**src/sv/psbc_match.sv**
```systemverilog
module psbc_match #(
   parameter int W = 32
) (
   input  logic [W-1:0] px,
   input  logic [W-1:0] py,
   input  logic [W-1:0] x_lo,
   input  logic [W-1:0] x_hi,
   input  logic [W-1:0] y_lo,
   input  logic [W-1:0] y_hi,
   output logic         hit
);

   // keys are offset binary, so plain unsigned compares order them
   logic in_x;
   logic in_y;

   assign in_x = (px >= x_lo) && (px <= x_hi);
   assign in_y = (py >= y_lo) && (py <= y_hi);
   assign hit  = in_x && in_y;

endmodule

```
**config.mk**
```make
export PLATFORM = sky130hd
export DESIGN_NAME = psbc_match
export DESIGN_NICKNAME = d
export VERILOG_FILES = /design/src/sv/psbc_match.sv
export SDC_FILE = /design/constraint.sdc
export NUM_CORES = 1
export LEC_CHECK = 0
export BUFFER_PORTS_ARGS = -buffer_cell sky130_fd_sc_hd__buf_4
export CORE_UTILIZATION = 46
export DETAILED_ROUTE_END_ITERATION = 6
export PLACE_DENSITY_LB_ADDON = 0.15
export SETUP_SLACK_MARGIN = 0.4
export SYNTH_ARGS = -nofsm -noshare
export SYNTH_HDL_FRONTEND = slang
export SYNTH_SLANG_ARGS = --single-unit
export TNS_END_PERCENT = 20
```
**constraint.sdc**
```tcl
create_clock -name vclk -period 2.8
set_input_delay 0.42 -clock vclk [all_inputs]
set_output_delay 0.42 -clock vclk [all_outputs]
set_load 0.03 [all_outputs]
```
==> results of run 1 <==
[layer usage]
layer,vias to the layer above,global-route usage,wire length [um]
li1,1944,-,-
met1,1663,0.2785,3654
met2,152,0.5193,5205
met3,30,0.01540,538
met4,0,0.04697,310
met5,-,0,0
[tightest hold or removal path, stage by stage]
cell and delay (ns):
buf_4 0.09, ha_1 0.18, a2111oi_4 0.07, nor4_4 0.28, buf_6 0.17
[report_power, final]
group,internal [mW],switching (mW),total (mW)
Sequential,0,0,0
Combinational,0.392,0.306,0.699
Clock,0,0,0
Total,0.392,0.306,0.699
[cells in the mapped netlist, drive strengths merged, types with 2 or more instances]
cell       n  area share
ha       128        0.50
inv      129        0.15
nor3       2      0.0031
a21oi     40       0.062
nand2b     2      0.0062
nor4       5       0.014
a2111oi    3       0.020
a221oi     2      0.0054
a211oi     9       0.021
and4       4       0.011
nand3     11       0.017
o21ai     14       0.022
nand4     22       0.043
nor2       8      0.0093
nor2b      2      0.0039
a21o      21       0.049
nand2     22       0.026
o211ai     3      0.0070
[worst paths after layout]
check             startpoint  cells after the start  endpoint  slack, ns
setup / recovery       px[0]                     11       hit       0.01
hold / removal        px[31]                      5       hit       1.64
[metrics by stage]
| stage | power (mW) | utilization | cell area [um2] |
|---|---|---|---|
| detailed placement | 0.6564 | 0.7162 | 4866 |
| finish | 0.6986 | 0.7512 | 5104 |
| global route | 0.7924 | 0.7512 | 5104 |
| CTS | 0.6661 | 0.7204 | 4895 |
| global placement | 0.6264 | 0.7162 | 4866 |
| floorplan | 0.3305 | - | 3259 |
[cell type report]
type | instances | area, um2 | area share
Timing Repair Buffer | 201 | 1554 | 0.3045
Multi-Input combinational cell | 311 | 2925 | 0.5732
Inverter | 129 | 504.2 | 0.09880
Tap cell | 96 | 120.1 | 0.02354
[cell families after synthesis]
group	count (synthesis)	synth area share
AND/OR/NAND/NOR	82	0.1415
AO/OA/AOI/OAI	101	0.2106
adder cells (fa/ha/maj)	128	0.4975
buffers and inverters	129	0.1504
[what timing repair did]
item | 4_1_cts | 5_1_grt
pin swaps | 7 | 19
setup endpoints to repair | 1 | 1
buffers inserted | 1 | 2
resized for setup | 6 | 39
==> results.txt, run 1 <==
DR vias/cell -> 5.141
Initial Util -> 0.4738
Worst VDD drop -> 0.00006966 V
Fin crit share -> 0.9950
Part of the Yosys area used for sequential elements -> 0
WL per Instance -> 13.17 um
Worst Path Buf+Inv -> 3
Max-cap violations -> 0
Fillers -> 514
Rows -> 30
Die Width -> 85.66 um
Cell Count Post-Placement -> 734
Slowest cell on crit path -> a2111oi_4
First-pass GRT wire length -> 15440 um
Unique masters post-synth -> 36
Critical-path cell list -> buf_8 > inv_12 > ha_4 > nand2b_4 > a2111oi_4 > a2111oi_2 > o311ai_1 > a311oi_2 > a2111oi_4 > nor4_4 > buf_6
Die area -> 7337 um2
Initial antenna violation count -> 0
Top-level I/O count -> 193
Layout Cells excl Fill -> 737
Seq_cells -> 0
Clock buffer cells -> 0
Nets -> 963
Commonest non-fill, non-tap cell in the layout -> buf_4
Mapped Cells -> 440
Placer Congestion -> 0.8396
Final hold slack -> 1.635 ns
Final setup viols -> 0
Vias in the first global route -> 3788
Post-route minimum period -> 2.786 ns
Grt total ovfl -> 0
Worst Setup End Kind -> primary output
Rel. slew slack -> 0.7156
Final Max Tran Viols -> 0
DR DRC count -> 0
Syn avg cell area -> 7.317 um2
Crit-path max FO -> 2
Port bufs -> 193
Ant. Diodes -> 0
Setup tns final -> 0 ns
Vias -> 3789
Crit path DAT -> 2.37 ns
Hold_buf cts -> 0
Layout cells sized above 1 -> 0.3729
WL final -> 9709 um
Syn. warnings -> 0
Core area -> 6794 um2
Outcome -> finished, final reports clean
Global-route total usage across every layer -> 0.2513
Area growth, synth to finish -> 58.53%
DRT Pass-1 Iters -> 6
RSZ-0062 raised after global routing -> yes
Crit Path Category -> input pin to primary output
Fmax -> 0.3589 GHz
Dpl ws -> -0.08919 ns
Die height -> 85.66 um
Pwr/cell area -> 136.9 nW/um2
Final WS setup -> 0.01394 ns
HP Class -> input pin to primary output
Number of routed nets with antenna violations -> 0
Crit path largest cell delay -> 0.37 ns
Drt initial violations -> 85
Largest net degree at the start of global routing -> 4
Final Hold Violating Endpoints -> 0
CP required -> 2.38 ns
Most frequent CP cell -> a2111oi_4
Mapped cell area -> 3219 um2
Syn nets -> 760
CP Launch Type -> input pin
HPWL Detailed -> 8791 um
Commonest non-fill, non-tap cells in the layout -> buf_4, inv_1, ha_1, a21oi_1
Least-Margin Pin Slew -> 0.4231 ns
CP top delay family -> compound AO/OA/AOI/OAI gates
Register Area -> 0 um2
Leakage power -> 3.101 nW
Note: power is estimated with default switching activity, not from simulation.
==> run 2, diff against run 1 <==
--- a/config.mk
+++ b/config.mk
@@ -5,8 +5,9 @@
 export SDC_FILE = /design/constraint.sdc
 export NUM_CORES = 1
 export LEC_CHECK = 0
+export ABC_AREA = 1
 export BUFFER_PORTS_ARGS = -buffer_cell sky130_fd_sc_hd__buf_4
-export CORE_UTILIZATION = 46
+export CORE_UTILIZATION = 51
 export DETAILED_ROUTE_END_ITERATION = 6
 export PLACE_DENSITY_LB_ADDON = 0.15
 export SETUP_SLACK_MARGIN = 0.4
==> constraint.sdc (replaced) <==
create_clock -name vclk -period 3.28
set_input_delay 0.492 -clock vclk [all_inputs]
set_output_delay 0.492 -clock vclk [all_outputs]
set_load 0.03 [all_outputs]
==> results.txt, run 2 <==
Outcome -> finished, final reports clean
Nets -> 1068 (+11%)
Sw power -> 253.6 uW (-17%)
Synth top area cells -> ha_1, inv_1, nand2_1
Rel. slew slack -> 0.8662 (+0.1506)
Crit Path Category -> input pin to primary output
Comb pwr share -> 1.000 (about the same)
Final setup viols -> 0 (unchanged)
Largest net degree at the start of global routing -> 4 (unchanged)
Final Hold Violating Endpoints -> 0 (unchanged)
Final Max Tran Viols -> 0 (unchanged)
Initial antenna violation count -> 0 (unchanged)
Vias -> 3914 (+3.3%)
Die Width -> 83.45 um (-2.6%)
Post-CTS setup buffer count -> 0 (-1)
Leakage power -> 3.277 nW (+5.7%)
Max-cap violations -> 0 (unchanged)
Rows -> 29 (-3.3%)
Mapped Cells -> 553 (+26%)
Critical-path cell list -> buf_4 > ha_1 > nand2_1 > nor2_1 > nand2_1 > nand2_1 > nor2_1 > nand2_1 > nand2_1 > nand2_1 > nand2_1 > nand2_1 > nand2_1 > nor2_1 > buf_4
Part of the Yosys area used for sequential elements -> 0 (unchanged)
Crit path largest cell delay -> 0.29 ns (-0.08 ns)
CP required -> 2.79 ns (+0.41 ns)
Top-level I/O count -> 193 (unchanged)
HP Class -> input pin to primary output
Fmax -> 0.4050 GHz
CP top delay family -> simple AND/OR/NAND/NOR gates
Grt total ovfl -> 0 (unchanged)
Pwr/cell area -> 113.2 nW/um2 (-17%)
Syn nets -> 873 (+15%)
Mapped cell area -> 3383 um2 (+5.1%)
DR vias/cell -> 4.756 (-7.5%)
Worst Setup SP -> px[3]
Die height -> 83.45 um (-2.6%)
WL per Instance -> 10.63 um (-19%)
Sw frac -> 0.4548 (+0.01632)
Worst VDD drop -> 0.00007485 V (+7.5%)
Worst Setup End Kind -> primary output
Commonest non-fill, non-tap cell in the layout -> buf_4
Leading area contributor after synthesis -> ha_1
Ant. Diodes -> 0 (unchanged)
DR DRC count -> 0 (unchanged)
Share of the synthesized area in the top cell type -> 0.4734 (-0.02410)
Fillers -> 523 (+1.8%)
Cell with the most instances after synthesis -> inv_1
Placer Congestion -> 0.8425 (+0.35%)
CP Launch Type -> input pin
Crit path DAT -> 1.98 ns (-0.39 ns)
Seq_cells -> 0 (unchanged)
Core area -> 6386 um2 (-6.0%)
Layout cells sized above 1 -> 0.2708 (-0.1021)
Least-Margin Pin Slew -> 0.1986 ns (-0.2245 ns)
Setup tns final -> 0 ns (unchanged)
Initial Util -> 0.5298 (+0.05593)
Register Area -> 0 um2 (unchanged)
Final WS setup -> 0.8112 ns (+0.7972 ns)
Seq pwr share -> 0 (unchanged)
Unique masters post-synth -> 18 (-50%)
Commonest non-fill, non-tap cells in the layout -> buf_4, inv_1, nand2_1, ha_1, a21oi_1
RSZ-0062 raised after global routing -> no
Die area -> 6964 um2 (-5.1%)
Worst Path Buf+Inv -> 2 (-1)
Most frequent CP cell -> nand2_1
Dpl ws -> 0.8282 ns (+0.9174 ns)
HPWL Detailed -> 8301 um (-5.6%)
Hold_buf cts -> 0 (unchanged)
Crit-path max FO -> 2 (unchanged)
Global-route total usage across every layer -> 0.2553 (+0.004045)
Port bufs -> 193 (unchanged)
WL final -> 8746 um (-9.9%)
Int Pwr -> 304.1 uW (-22%)
First-pass GRT wire length -> 15410 um (-0.14%)
Clock share of power -> 0 (unchanged)
Slowest cell on crit path -> ha_1
DRT Pass-1 Iters -> 4 (-2)
Area growth, synth to finish -> 45.67%
Syn avg cell area -> 6.118 um2 (-16%)
Multi-input logic area -> 2805 um2 (-4.1%)
CP endpoint -> hit
Vias in the first global route -> 4022 (+6.2%)
Drt initial violations -> 36 (-58%)
Syn. warnings -> 0 (unchanged)
Number of routed nets with antenna violations -> 0 (unchanged)
Cts repair resizes -> 0 (-6)
Worst path depth -> 15 (+4)
Fin crit share -> 0.7527
Synth top cells by count -> inv_1, ha_1, nand2_1
Clock buffer cells -> 0 (unchanged)
Post-route minimum period -> 2.469 ns
[run 2: cell count changes after synthesis, sizes merged, moves of 9 or more]
| cell | previous run | this run |
|---|---|---|
| a21o | 21 | 2 |
| nand4 | 22 | 7 |
| nand2 | 22 | 128 |
| inv | 129 | 154 |
| a211oi | 9 | 0 |
| nor2 | 8 | 39 |
| a21oi | 40 | 59 |
[run 2: area by class of cell]
cell class,count,area share
multi-input cells,399,0.5692
repair buffers,193,0.2940
well taps,77,0.01955
inverters,154,0.1173
[run 2: power by group through the flow]
stage / registers [mW] / logic, mW / clock network (mW)
final: 0 / 0.558 / 0
after global routing: 0 / 0.647 / 0
after CTS: 0 / 0.561 / 0
after detailed placement: 0 / 0.558 / 0
after global placement: 0 / 0.533 / 0
after floorplan: 0 / 0.294 / 0
[run 2: worst min-delay path by stage]
stage,cells past startpoint,to,startpoint,slack [ns]
floorplan,8,hit,py[31],1.47
global placement,10,hit,py[31],1.69
detailed placement,10,hit,py[31],1.70
CTS,10,hit,py[31],1.70
global route,10,hit,py[31],1.78
finish,10,hit,py[31],1.69
[run 2: routing by layer]
| layer | part of all wire | GRT usage | vias up |
|---|---|---|---|
| li1 | - | - | 2141 |
| met1 | 0.39 | 0.2745 | 1617 |
| met2 | 0.52 | 0.5089 | 130 |
| met3 | 0.063 | 0.03066 | 26 |
| met4 | 0.033 | 0.08320 | 0 |
| met5 | 0 | 0 | - |
[run 2: metrics by stage]
step	instance area, um2	hold slack (ns)	total power [mW]	instances	utilization
3_5_place_dp	4928	1.696	0.5576	823	0.7717
5_1_grt	4928	1.784	0.6467	823	0.7717
4_1_cts	4928	1.699	0.5612	823	0.7717
6_report	4928	1.694	0.5577	823	0.7717
2_1_floorplan	3383	1.469	0.2938	553	-
3_3_place_gp	4928	1.687	0.5332	823	0.7717
[run 2: cells by family (layout without fill, tap and decap cells)]
family,after synthesis,after routing,synth area share
AND/OR/NAND/NOR,190,190,0.2300
adder cells (fa/ha/maj),128,128,0.4734
buffers and inverters,154,347,0.1709
AO/OA/AOI/OAI,81,81,0.1257
[run 2: worst min-delay path: cells and delay by family]
family | cells | cell delay, ns
fa+ha+maj | 1 | 0.13
buf+inv | 2 | 0.25
simple gates | 6 | 0.29
compound gates | 1 | 0.04
