==> src/sv/psbc_cell.sv <==
module psbc_cell #(
   parameter int W = 64
) (
   input  logic         clock,
   input  logic         shift,
   input  logic [W-1:0] d_in,
   output logic [W-1:0] q
);

   logic [W-1:0] data_ff;

   // one point per cell, moves to the next cell on every shift
   always_ff @(posedge clock) begin
      if (shift) begin
         data_ff <= d_in;
      end
   end

   assign q = data_ff;

endmodule

==> config.mk <==
export PLATFORM = sky130hd
export DESIGN_NAME = psbc_cell
export DESIGN_NICKNAME = d
export VERILOG_FILES = /design/src/sv/psbc_cell.sv
export SDC_FILE = /design/constraint.sdc
export NUM_CORES = 1
export LEC_CHECK = 0
export ABC_CLOCK_PERIOD_IN_PS = 800
export BUFFER_PORTS_ARGS = -buffer_cell sky130_fd_sc_hd__buf_2
export CAP_MARGIN = 20
export CORE_MARGIN = 3
export CORE_UTILIZATION = 28
export CTS_CLUSTER_SIZE = 25
export DETAILED_ROUTE_END_ITERATION = 6
export PLACE_DENSITY_LB_ADDON = 0.25
export SLEW_MARGIN = 20
export SYNTH_ARGS = -nofsm -noshare
export SYNTH_HDL_FRONTEND = slang
export SYNTH_SLANG_ARGS = --single-unit
==> constraint.sdc <==
create_clock -name clock -period 0.8 [get_ports clock]
set_input_delay 0.04 -clock clock [delete_from_list [all_inputs] [get_ports clock]]
set_output_delay 0.04 -clock clock [all_outputs]
set_load 0.1 [all_outputs]
==> results of run 1 <==
[layout by cell type (no fill, tap or decap), drive strengths merged]
master and count:
clkbuf 10, buf 131, clkinv 2, bufinv 2, dlygate4sd3 64, clkinvlp 2
edfxtp 64
[logic make-up after synthesis]
group	count (synthesis)
DFF	64
[Yosys cell counts]
master,n
edfxtp_1,64
[worst max path at each step]
stage               startpoint  slack, ps    end  depth (start not counted)
floorplan                 q[0]       -140   q[0]                          0
finish                    q[3]       -200   q[3]                          1
global route              q[3]       -240   q[3]                          1
detailed placement       shift         70  q[34]                          2
CTS                      q[17]       -220  q[17]                          1
global placement         shift         70  q[44]                          2
[metal layers]
layer	GRT usage, %	vias to the layer above
met4	5.36	0
met1	14.7	632
li1	-	672
met5	0	-
met2	24.3	78
met3	6.98	4
[layout make-up]
cell class / instances / area, um2 / area share (%)
Sequential cell: 64 / 1920 / 42.5
Timing Repair Buffer: 195 / 2290 / 50.6
Clock buffer: 10 / 128 / 2.83
Tap cell: 77 / 96.3 / 2.13
Clock inverter: 6 / 83.8 / 1.86
[metrics by stage]
| step | utilization, % | instance area [um2] | instances | hold slack (ps) |
|---|---|---|---|---|
| 6_report | 69.5 | 4520 | 352 | 217 |
| 5_1_grt | 69.5 | 4520 | 352 | 208 |
| 4_1_cts | 69.5 | 4520 | 352 | 188 |
| 3_5_place_dp | 56.4 | 3660 | 272 | 218 |
| 3_3_place_gp | 56.4 | 3660 | 272 | 216 |
| 2_1_floorplan | - | 1920 | 64 | 139 |
[timing repair]
action	CTS	global route
hold buffers	64	0
gates cloned	0	0
hold endpoints to repair	64	0
pin swaps	0	0
endpoints found under the setup margin	64	64
[report_power, final]
part	switching (mW)	internal [mW]	total (mW)	leakage, nW
logic	2.14	1.28	3.42	1.14
registers	0.209	4.00	4.21	0.626
clock network	1.18	1.74	2.92	0.0999
==> run_results.csv, run 1 <==
group,metric,value,unit
sta,layout_setup_ws,-205,ps
worst_setup_path,critical_path.top_delay_family,"flip-flops",
floorplanning,row_count,29,
sta,slew_viol_final,0,
finish,fillerInstances,394,
worst_setup_path,crit_chain,"buf_12",
synthesis,synthSimpleGateAreaFrac,0,%
sta,rsz0062_at_grt,"yes",
flow_run,maxCapViolCount,0,
min_path,worstHoldStart,"shift",
place,place_hpwl,3.08,mm
sta,worst_slew_pin_slew,185,ps
sta,fin_setup_tns,-10490,ps
synthesis,synth-compound-area-share,0,%
synthesis,ys_seq_area_share,100,%
place,place_ws,70.9,ps
sta,fin_crit_sh,126,%
finish,multi_input_cells,0,
sta,finalHoldViolCount,0,
worst_setup_path,slowest_delay,450,ps
synthesis,synth.top_cells.by_area,"edfxtp_1",
global_routing,grt_pass1_vias,1507,
clocking,h-tree-depth,3,
worst_setup_path,startpoint_type,"register",
place,io_buffer_count,129,
floorplanning,die_x,88.8,um
synthesis,synth_top_cell_by_area,"edfxtp_1",
global_routing,grt_max_degree,36,
finish,drive_gt1_share,52.7,%
synthesis,synth_top_cell_area_share,100,%
synthesis,yosysWarnings,0,
routing,drtPass1Iterations,3,
worst_setup_path,critical_path_class,"reg -> out",
min_path,hold_depth,2,
worst_setup_path,required,760,ps
floorplanning,core_area,0.00649,mm2
clocking,cts-root-buf,"clkbuf_8",
power,fin_total_pwr,10.6,mW
routing,drt_iter0_drc,58,
sta,setup_viol,64,
finish,num_antenna_cells,0,
sta,slew_headroom,87.7,%
clocking,cts_setup_buffers,0,
routing,vias,1386,
min_path,min_path_type,"in -> reg",
routing,drc,0,
global_routing,grt_pass1_wl,7.96,mm
routing,wl,5.23,mm
finish,largest_reg_flops,64,
synthesis,syn_nets,130,
floorplanning,ios,130,
synthesis,synth_mux_area_share,0,%
worst_setup_path,cpMaxStageDelayCell,"edfxtp_1",
synthesis,syn-cell-area,0.00192,mm2
clocking,cts_made_buffers,9,
clocking,clkSinkCount,64,
global_routing,grt_usage,14.1,%
routing,route.met2.wl,2.90,mm
synthesis,ys_ff_latch,64,
finish,multi_input_area,0,um2
routing,met3_wirelength,547,um
floorplanning,initial_core_util,29.6,%
place,gp_congestion,0.642,
min_path,whs_endpoint,"q[63]",
status,violations,"negative setup slack",
synthesis,synthXorXnorAreaFrac,0,%
clocking,cts_tree,"done",
finish,nNetsFinal,336,
synthesis,synth_cells,64,
power,powerDensity,2340,mW/mm2
floorplanning,die_h,88.8,um
clocking,cts_buffer_depth,2,
routing,wl_per_cell,14.9,um
global_routing,gr-total-overflow,0,
synthesis,yosysUniqueCellTypes,1,
worst_setup_path,cp_max_fo,1,
synthesis,syn_area_per_cell,30.0,um2
worst_setup_path,critPathArrivalTime,960,ps
synthesis,synth_fa_ha_area_share,0,%
sta,fin_crit,1000,ps
clocking,cts.clk_slew.worst_paths,70,ps
status,status,"finished, violations left",
worst_setup_path,end_kind,"output port",
routing,m1WireLength,1.74,mm
finish,syn2layout_area_growth,135,%
global_routing,antenna_found_initial,0,
worst_setup_path,path_buf_inv,1,
clocking,ctsResizeCount,0,
routing,viasPerCell,3.94,
power,ir_worst_vdd,1.42,mV
floorplanning,die-area,0.00789,mm2
routing,dr.max_layer_used,"met4",
sta,max_freq,0.995,GHz
routing,postRouteAntennaNets,0,
power,leakage,1.87,nW
No activity file was read; power rests on OpenSTA's default activity.
==> run 2: changes to the inputs <==
Settings changed: ABC_CLOCK_PERIOD_IN_PS 800 to not set, CORE_ASPECT_RATIO set to 0.7.
==> run 2 against run 1 <==
  * Critical path depth unchanged
  * Via count increased by 0.65%
  * Maximum frequency decreased by 0.58%
  * Worst setup slack got worse by 5.9 ps
  * Total power decreased by 2.9%
  * First-iteration DRC count increased by 6.9%
  * Non-clock buffer count unchanged
  * The run still ends with negative setup slack left
  * Largest cell class unchanged
  * Wire length increased by 3.3%
  * Largest power group unchanged
  * Sequential power about the same
==> run_results.csv, run 2 (synthesis results as in run 1) <==
group,metric,value,unit
status,status,"finished, violations left",
status,violations,"negative setup slack",
power,pwr-share-comb,33.5,%
global_routing,gr-total-overflow,0,
finish,layout_common_cells,"buf_12, buf_2, dlygate4sd3_1, edfxtp_1, clkbuf_8",
clocking,clkSinkCount,64,
min_path,worstHoldStart,"shift",
routing,vias,1395,
flow_run,maxCapViolCount,0,
finish,num_antenna_cells,0,
floorplanning,initial_core_util,29.9,%
floorplanning,die_h,75.3,um
min_path,min_path_type,"in -> reg",
finish,fillerInstances,423,
power,swShare,34.6,%
floorplanning,ios,130,
sta,layout_setup_ws,-210,ps
finish,syn2layout_area_growth,135,%
finish,finish.instance_area,0.00451,mm2
finish,final_common_cell,"buf_12",
finish,fin_cells,366,
worst_setup_path,required,760,ps
global_routing,grt_usage,14.5,%
power,leakage,1.86,nW
worst_setup_path,path_buf_inv,1,
finish,multi_input_cells,0,
routing,met3_wirelength,836,um
finish,largest_reg_flops,64,
clocking,cts-root-buf,"clkbuf_8",
power,p_sw,3.54,mW
worst_setup_path,critical_path.top_delay_family,"flip-flops",
floorplanning,die-area,0.00791,mm2
worst_setup_path,startpoint_type,"register",
sta,finalHoldViolCount,0,
routing,route.met2.wl,2.56,mm
sta,worst_slew_pin_slew,200,ps
power,seq_power_share,41.1,%
routing,drt_iter0_drc,62,
power,p_int,6.70,mW
sta,slew_headroom,86.7,%
global_routing,grt_max_degree,37,
sta,fin_crit,1010,ps
floorplanning,row_count,24,
worst_setup_path,cpMaxStageDelayCell,"edfxtp_1",
routing,viasPerCell,3.81,
sta,setup_viol,64,
sta,fin_crit_sh,126,%
routing,wl,5.40,mm
power,ir_worst_vdd,1.06,mV
worst_setup_path,end_kind,"output port",
clocking,cts.clk_slew.worst_paths,80,ps
worst_setup_path,critical_path_class,"reg -> out",
worst_setup_path,crit_chain,"buf_12",
clocking,cts_buffer_depth,2,
sta,slew_viol_final,0,
place,place_hpwl,3.47,mm
routing,wl_per_cell,14.8,um
sta,max_freq,0.990,GHz
finish,multi_input_area,0,um2
place,dp.cells,286,
floorplanning,die_x,105,um
place,io_buffer_count,129,
finish,nNetsFinal,336,
sta,rsz0062_at_grt,"yes",
routing,drtPass1Iterations,4,
routing,drc,0,
routing,m1WireLength,1.96,mm
routing,dr.max_layer_used,"met4",
global_routing,grt_pass1_vias,1536,
worst_setup_path,cp_max_fo,1,
floorplanning,core_area,0.00643,mm2
routing,postRouteAntennaNets,0,
finish,seq_area,0.00192,mm2
power,clockPowerShare,25.3,%
clocking,cts_made_buffers,9,
clocking,cts_tree,"done",
clocking,h-tree-depth,3,
global_routing,antenna_found_initial,0,
place,gp_congestion,0.689,
min_path,hold_depth,2,
min_path,whs_endpoint,"q[23]",
global_routing,grt_pass1_wl,8.31,mm
power,powerDensity,2270,mW/mm2
worst_setup_path,slowest_delay,440,ps
worst_setup_path,critPathArrivalTime,970,ps
finish,drive_gt1_share,52.7,%
place,placed_area,0.00368,mm2
==> run 2: worst max-delay path by stage <==
| stage | startpoint | end | slack [ps] | cells after the start |
|---|---|---|---|---|
| 6_report | q[55] | q[55] | -210 | 1 |
| 5_1_grt | q[55] | q[55] | -260 | 1 |
| 4_1_cts | q[36] | q[36] | -220 | 1 |
| 3_5_place_dp | shift | q[45] | 60 | 2 |
| 3_3_place_gp | shift | q[13] | 70 | 2 |
| 2_1_floorplan | q[0] | q[0] | -140 | 0 |
==> run 2: final cells by class <==
| cell class | count | area share (%) |
|---|---|---|
| timing repair buffer | 195 | 50.7 |
| sequential | 64 | 42.6 |
| clock buffer | 10 | 2.83 |
| tap | 91 | 2.52 |
| clock inverter | 6 | 1.33 |
==> run 2: per-stage QoR <==
stage / setup WS [ps] / util, % / total power [mW] / hold slack, ps / TNS, ps
final: -210 / 70.2 / 10.2 / 200 / -11080
after global routing: -262 / 70.2 / 10.6 / 179 / -14090
after CTS: -221 / 70.2 / 10.3 / 178 / -12740
after detailed placement: 58.5 / 57.3 / 7.48 / 218 / 0
after global placement: 70.4 / 57.3 / 7.44 / 216 / 0
after floorplan: -144 / - / 6.03 / 139 / -9220
==> run 2: timing repair <==
action | 4_1_cts | 5_1_grt
hold endpoints to repair | 64 | 0
setup buffers | 0 | 0
resized for setup | 0 | 0
endpoints found under the setup margin | 64 | 64
hold buffers | 64 | 0
==> run 2: layer usage <==
metal / track usage (%) / vias to the layer above
li1: - / 675
met1: 15.2 / 619
met2: 23.0 / 95
met3: 10.4 / 6
met4: 6.11 / 0
met5: 0 / -
==> run 2: power groups by stage <==
stage	combinational, mW	sequential [mW]	clock (mW)
floorplan	0	6.03	0
global placement	3.17	4.27	0
detailed placement	3.19	4.29	0
CTS	3.44	4.21	2.67
global route	3.51	4.24	2.86
finish	3.43	4.21	2.59
==> run 3: changes to the inputs <==
Settings changed: CORE_UTILIZATION 28 to 43, RECOVER_POWER set to 50.
==> run 3 against run 2 <==
  * The flow now stops in clock tree synthesis (4_1_cts)
  * Synthesized cell count did not move
  * Area after synthesis unchanged
==> run_results.csv, run 3 <==
group,metric,value,unit
synthesis,synth_top_cell_by_area,"edfxtp_1",
status,error,"[ERROR DPL-0038] Utilization greater than 100%, impossible to legalize",
floorplanning,die_x,85.9,um
synthesis,synth_top_flop_cell,"edfxtp_1",
synthesis,synth.top_cells.by_area,"edfxtp_1",
place,gp_congestion,0.735,
clocking,h-tree-depth,3,
floorplanning,row_count,19,
floorplanning,initial_core_util,46.7,%
place,io_buffer_count,129,
floorplanning,ios,130,
synthesis,yosysUniqueCellTypes,1,
clocking,ctsResizeCount,0,
synthesis,syn_area_per_cell,30.0,um2
synthesis,yosysWarnings,0,
synthesis,syn_nets,130,
synthesis,synth_cells,64,
clocking,cts_made_buffers,9,
clocking,cts-root-buf,"clkbuf_8",
synthesis,synth_most_common_cell,"edfxtp_1",
synthesis,async_reset_ff_share,0,%
synthesis,synth_top_cell_area_share,100,%
floorplanning,die_h,61.9,um
clocking,hold_buffers,64,
synthesis,ys_seq_area_share,100,%
synthesis,ys_ff_latch,64,
clocking,cts_buffer_depth,2,
synthesis,syn-cell-area,0.00192,mm2
synthesis,synth_edf_count,64,
place,placed_area,0.00363,mm2
synthesis,ys_top_cells_by_count,"edfxtp_1",
clocking,clkSinkCount,64,
clocking,cts_setup_buffers,0,
status,failing_step,"clock tree synthesis (4_1_cts)",
status,status,"aborted with a tool error",
==> run 3: cells by family after synthesis <==
kind of cell / count (synthesis) / share of synthesized area [%]
flip-flops: 64 / 100
==> run 3: metrics by stage <==
step                      std cells  setup WS (ps)  hold slack, ps
after detailed placement        247           58.9             218
after global placement          247           80.6             216
after floorplan                  64           -144             139
==> run 4: changes to the inputs <==
Settings changed: CORE_ASPECT_RATIO 0.7 to not set, CORE_UTILIZATION 43 to 40, CTS_CLUSTER_SIZE 25 to not set, PLACE_DENSITY_LB_ADDON 0.25 to 0.15.
==> run 4 against run 3 <==
  * The run again fails in clock tree synthesis (4_1_cts)
  * Area after synthesis stayed put
  * Synthesized cell count stayed put
==> run_results.csv, run 4 <==
group,metric,value,unit
clocking,clkSinkCount,64,
synthesis,ys_top_cells_by_count,"edfxtp_1",
synthesis,synth_cells,64,
synthesis,syn_area_per_cell,30.0,um2
synthesis,synth_top_cell_by_area,"edfxtp_1",
status,error,"[ERROR DPL-0033] detailed placement checks failed during check placement.",
status,status,"aborted with a tool error",
synthesis,synth_top_flop_cell,"edfxtp_1",
synthesis,yosysWarnings,0,
clocking,hold_buffers,64,
synthesis,synth_most_common_cell,"edfxtp_1",
synthesis,syn_nets,130,
synthesis,synth.top_cells.by_area,"edfxtp_1",
synthesis,synth_top_cell_area_share,100,%
synthesis,async_reset_ff_share,0,%
synthesis,syn-cell-area,0.00192,mm2
clocking,cts-root-buf,"clkbuf_8",
floorplanning,initial_core_util,42.7,%
clocking,cts_buffer_depth,2,
clocking,h-tree-depth,3,
synthesis,ys_seq_area_share,100,%
synthesis,ys_ff_latch,64,
status,failing_step,"clock tree synthesis (4_1_cts)",
clocking,cts_setup_buffers,0,
floorplanning,die_x,75.3,um
synthesis,yosysUniqueCellTypes,1,
floorplanning,die_h,75.3,um
place,io_buffer_count,129,
floorplanning,ios,130,
clocking,cts_made_buffers,9,
floorplanning,row_count,24,
place,gp_congestion,0.648,
synthesis,synth_edf_count,64,
clocking,ctsResizeCount,0,
-- run 4: cell counts after synthesis --
Identical to the previous run, type by type.
-- run 4: cell families after synthesis --
family	Yosys count	share of synthesized area, %
DFF	64	100
-- run 4: through the flow --
stage	worst slack (ps)	utilization [%]	area [um2]	cells	hold WS [ps]
floorplan	-144	-	1920	64	139
global placement	91.6	80.7	3630	247	217
detailed placement	70.8	80.7	3630	247	218
